--- src/hdl/ffha_pkg.sv ---
// Shared constants, header word layout, controller states and the command/status
// structs of the first-fit heap allocator. No dependencies.
package ffha_pkg;

	// Header store geometry
	localparam int HEAP_GRANULES = 4096;
	localparam int GRAN_W        = $clog2(HEAP_GRANULES);   // header store address
	localparam int FRONT_W       = GRAN_W + 1;              // frontier, 0..HEAP_GRANULES
	localparam int SIZE_W        = 16;                      // stored payload granules

	// Field widths
	localparam int ADDR_W      = 32;
	localparam int HSIZE_W     = 16;
	localparam int REQ_GRAN_W  = 30;                        // ceil(2^32-1 / 8)
	localparam int NEED_W      = REQ_GRAN_W + 1;
	localparam int AVAIL_W     = HSIZE_W + 1;
	localparam int CFG_IDX_W   = 2;

	// Register indexes
	localparam logic [CFG_IDX_W-1:0] REG_HEAP_BASE = 2'd0;
	localparam logic [CFG_IDX_W-1:0] REG_HEAP_SIZE = 2'd1;

	// Opcodes
	localparam logic OP_ALLOC = 1'b0;
	localparam logic OP_FREE  = 1'b1;

	typedef struct packed {
		logic              free;
		logic [SIZE_W-1:0] size;
	} hdr_t;

	typedef enum logic [2:0] {
		ST_IDLE,
		ST_PREP,
		ST_WALK_RD,
		ST_WALK_CHK,
		ST_BUMP,
		ST_FREE_CHK,
		ST_FREE_WR,
		ST_RESP
	} state_t;

	typedef struct packed {
		logic load_in;    // capture input transfer
		logic prep;       // derive granules, window bounds; rewind walk pointer
		logic walk_rd;    // read header at walk pointer
		logic walk_take;  // claim header just read
		logic walk_step;  // advance walk pointer past block just read
		logic bump;       // try to carve a block at the frontier
		logic free_chk;   // validate free pointer, read its header
		logic free_wr;    // write header back with free mark set
		logic out_load;   // move result into output register
	} cmd_t;

	typedef struct packed {
		logic is_free;    // captured opcode is a free
		logic walk_more;  // walk pointer below frontier
		logic hit;        // header read is free and large enough
		logic free_ok;    // free pointer names a header below frontier
	} status_t;

endpackage

--- src/hdl/ffha_ctrl.sv ---
// Controller: sequences capture, header walk, bump, free and result hand-off.
// Uses ffha_pkg; drives the datapath through cmd_t and reads status_t.
module ffha_ctrl
	import ffha_pkg::*;
(
	input  logic    clk,
	input  logic    arst_n,
	input  logic    s_tvalid,
	output logic    s_tready,
	output logic    m_tvalid,
	input  logic    m_tready,
	input  status_t sts,
	output cmd_t    cmd
);

	state_t state_q;
	state_t state_nxt;
	logic   m_tvalid_q;
	logic   out_free;

	assign out_free = !m_tvalid_q || m_tready;

	always_comb begin
		state_nxt = state_q;
		unique case (state_q)
			ST_IDLE:     if (s_tvalid) state_nxt = ST_PREP;
			ST_PREP:     state_nxt = sts.is_free ? ST_FREE_CHK : ST_WALK_RD;
			ST_WALK_RD:  state_nxt = sts.walk_more ? ST_WALK_CHK : ST_BUMP;
			ST_WALK_CHK: state_nxt = sts.hit ? ST_RESP : ST_WALK_RD;
			ST_BUMP:     state_nxt = ST_RESP;
			ST_FREE_CHK: state_nxt = sts.free_ok ? ST_FREE_WR : ST_RESP;
			ST_FREE_WR:  state_nxt = ST_RESP;
			ST_RESP:     if (out_free) state_nxt = ST_IDLE;
			default:     state_nxt = ST_IDLE;
		endcase
	end

	always_comb begin
		cmd      = '0;
		s_tready = 1'b0;
		unique case (state_q)
			ST_IDLE: begin
				s_tready    = 1'b1;
				cmd.load_in = s_tvalid;
			end
			ST_PREP:     cmd.prep = 1'b1;
			ST_WALK_RD:  cmd.walk_rd = sts.walk_more;
			ST_WALK_CHK: begin
				cmd.walk_take = sts.hit;
				cmd.walk_step = !sts.hit;
			end
			ST_BUMP:     cmd.bump = 1'b1;
			ST_FREE_CHK: cmd.free_chk = 1'b1;
			ST_FREE_WR:  cmd.free_wr = 1'b1;
			ST_RESP:     cmd.out_load = out_free;
			default: ;
		endcase
	end

	always_ff @(posedge clk or negedge arst_n) begin
		if (!arst_n) begin
			state_q    <= ST_IDLE;
			m_tvalid_q <= 1'b0;
		end else begin
			state_q <= state_nxt;
			if (cmd.out_load) begin
				m_tvalid_q <= 1'b1;
			end else if (m_tready) begin
				m_tvalid_q <= 1'b0;
			end
		end
	end

	assign m_tvalid = m_tvalid_q;

endmodule

--- config.mk ---
export PLATFORM = sky130hd
export DESIGN_NAME = ffha_ctrl
export DESIGN_NICKNAME = d
export VERILOG_FILES = /design/src/hdl/ffha_pkg.sv /design/src/hdl/ffha_ctrl.sv
export SDC_FILE = /design/constraint.sdc
export NUM_CORES = 1
export LEC_CHECK = 0
export ABC_CLOCK_PERIOD_IN_PS = 1400
export BUFFER_PORTS_ARGS = -buffer_cell sky130_fd_sc_hd__buf_2
export CAP_MARGIN = 20
export CELL_PAD_IN_SITES_DETAIL_PLACEMENT = 2
export CELL_PAD_IN_SITES_GLOBAL_PLACEMENT = 2
export CORE_UTILIZATION = 23
export CTS_BUF_LIST = sky130_fd_sc_hd__clkbuf_4
export CTS_CLUSTER_SIZE = 12
export DETAILED_ROUTE_END_ITERATION = 16
export PLACE_DENSITY_LB_ADDON = 0.05
export SLEW_MARGIN = 5
export SYNTH_ARGS = -nofsm -noshare
export SYNTH_HDL_FRONTEND = slang
export SYNTH_SLANG_ARGS = --single-unit
--- constraint.sdc ---
create_clock -name clk -period 1.4 [get_ports clk]
set_clock_uncertainty 0.2 [all_clocks]
set_input_delay 0.21 -clock clk [delete_from_list [all_inputs] [get_ports clk]]
set_output_delay 0.21 -clock clk [all_outputs]
set_load 0.005 [all_outputs]
==> results by group <==
Drt
  • Post-Route WL: 1.32 mm
  • Wirelength per Cell: 15.4 um
  • Drt pass-1 iters: 2
  • Count of antenna-violating nets left after detailed routing: 0
  • Mean number of vias per cell: 4.86
  • First DRT Iteration DRCs: 1
  • Via count: 418
  • Drc violations: 0

Worst hold path
  • Worst min path class: input port to register
  • Hold endpoint: state_q[0]$_DFFE_PN0P_
  • Min-Delay Path Depth: 3
  • Hold Path Origin: s_tvalid

STA
  • Setup WS post-layout: -0.191 ns
  • RSZ-0062 raised after global routing: true
  • Final hold vios: 0
  • Max Fclk: 0.628 GHz
  • Worst slew pin tran: 0.329 ns
  • Final setup vio count: 13
  • Setup_tns: -1.78 ns
  • Worst Hold Slack: 0.0451 ns
  • Slew HR: 78.0%
  • Fin. max-slew vios: 0
  • Final cycle utilization of the critical path: 114%
  • Final Critical Period: 1.59 ns

Run status
  • Failing checks: setup timing
  • Status: finished, violations left

Global routing
  • Largest net degree at the start of global routing: 9
  • GRT Residual Overflow: 0
  • Gr usage total: 17.8%
  • First-pass GRT wire length: 1.84 mm
  • Vias in the first global route: 399
  • Initial antenna violation count: 0

Critical path
  • Slowest-stage cell, CP: dfrtp_2
  • Crit path largest cell delay: 0.49 ns
  • CP Max Fanout: 7
  • Reg-to-Reg End: state_q[0]$_DFFE_PN0P_
  • WS Path Type: register to output port
  • Data required, critical path: 0.99 ns
  • Critical Path Start Type: register
  • Crit end category: output port
  • Critical-path cell list: buf_6, nand2_2, nor2_2, buf_2
  • Depth of the most critical reg-to-reg path: 4
  • Worst path arrival time: 1.18 ns
  • R2R setup slack: -0.11 ns
  • RR Startpoint: state_q[1]$_DFFE_PN0P_

Logic synthesis
  • Synth warnings: 0
  • Cell count after synthesis: 41
  • Mapped Nets: 49
  • Synth area leader: dfrtp_1
  • Ys async rst share: 100%
  • EDFF count, synth: 0
  • #FFs+latches synth: 4
  • Register area share after synthesis: 28.9%
  • Top cells by area, synth: dfrtp_1 29%, nor2b_1 5.4%, nor3_4 4.7%, and2b_1 4.3%, buf_4 4.3%
  • Post-Synthesis Cell Area: 347 um2
  • Post-synth top area share: 28.9%
  • Post-Syn Area per Cell: 8.45 um2
  • Synth cell types: 26
  • Synth top cells by count: 4 x dfrtp_1, 4 x nor2_1, 3 x inv_1, 3 x nor2b_1
  • Most used DFF post-synth: dfrtp_1

Layout
  • # nets final: 81
  • Layout cells sized above 1: 73.2%
  • Multi-input logic area: 272 um2
  • FILL cells: 157
  • Synthesis-to-layout area growth: 84.8%
  • # diodes: 0
  • Register Area: 104 um2

Pwr
  • Max IR drop VDD: 0.00101 V
  • Leak Pwr: 0.324 nW
  • P per Cell Area: 2210 nW/um2

Clocking
  • CTS Root Buffer Type: clkbuf_4
  • Clock sinks: 4
  • CTS tree: built
  • CTS Buf Count: 3
  • Clock buffer depth: 2
  • Worst skew pair latency: 0.24 ns
  • Worst-path clk slew: 0.04 ns
  • H-tree Lvls: 1

Die
  • Core box area: 1350 um2
  • Die area: 1670 um2
  • Die Width: 40.8 um
  • Initial Util: 25.7%
  • I/O pin count: 19
  • Die Y: 40.8 um
  • Cell row count: 13

Placement
  • Global placement routability congestion: 0.753
  • Hpwl dp: 878 um
  • PortBufs: 18

Flow run
  • Max cap viols: 0
-- how the worst max path moves through the flow --
stage / start / end
detailed placement: state_q[1]$_DFFE_PN0P_ / state_q[0]$_DFFE_PN0P_
CTS: state_q[2]$_DFFE_PN0P_ / cmd[8]
global placement: state_q[1]$_DFFE_PN0P_ / state_q[0]$_DFFE_PN0P_
global route: state_q[2]$_DFFE_PN0P_ / cmd[8]
floorplan: state_q[1]$_DFFE_PN0P_ / cmd[8]
finish: state_q[2]$_DFFE_PN0P_ / cmd[1]
-- repair_timing --
item	4_1_cts	5_1_grt
hold endpoints to repair	4	0
buffers inserted	5	0
hold buffers	1	0
pin swaps	5	3
gates resized for setup	17	12
setup endpoints to repair	12	13
-- power breakdown --
part           total (mW)  leakage (nW)  internal [mW]  switching (mW)
clock               0.148        0.0138         0.0962          0.0521
combinational       0.949         0.268          0.532           0.417
sequential          0.319        0.0429          0.183           0.136
-- state kept, by name, summed over array words and instances (netlist names) --
register  cells
m_tvalid      1
state_q       3
-- cell usage in the layout, fill, tap and decap left out, types with 2 or more instances in the layout --
cell type  count
buf_2         16
buf_4          7
buf_6          6
nor2_2         3
clkbuf_4       3
dfrtp_2        3
nor2b_4        2
nand2_2        2
nor3_4         2
and2b_1        2
a21oi_1        2
inv_1          2
nor2_1         2
-- worst max-delay path: cells and delay by family, from the launching register on --
kind	cells	cell delay (ns)
DFF	1	0.49
buffers and inverters	2	0.28
and+or+nand+nor	2	0.17
-- cell families after synthesis --
family                 count (synthesis)  share of synthesized area (%)
and+or+nand+nor                       23                           41.2
DFF                                    4                           28.9
buffers and inverters                  6                           10.8
AOI/OAI and AO/OA                      7                           14.8
muxes                                  1                           4.33
-- layout make-up --
cell class / count / share of cell area [%]
clock buffer: 3 / 3.52
inverter: 3 / 2.15
multi-input combinational: 31 / 42.4
sequential: 4 / 16.2
tap: 15 / 2.93
timing repair buffer: 30 / 32.8
-- through the flow --
step | instances | util (%) | setup WS [ns] | cell area, um2 | power (mW)
detailed placement | 77 | 35.1 | -0.142 | 474 | 0.922
CTS | 86 | 44.0 | -0.173 | 594 | 1.29
global route | 86 | 47.5 | -0.242 | 641 | 1.52
finish | 86 | 47.5 | -0.191 | 641 | 1.42
global placement | 77 | 35.1 | -0.0177 | 474 | 0.886
floorplan | 41 | - | 0.0746 | 347 | 0.673
-- per-layer routing --
layer  up-vias  track usage (%)  wire length, um
met5         -                0                0
met4         0             7.50               15
met3         2             3.26               30
met2         9             30.5              701
met1       208             21.5              575
li1        199                -                -
Power figures use the tool's default switching activity.
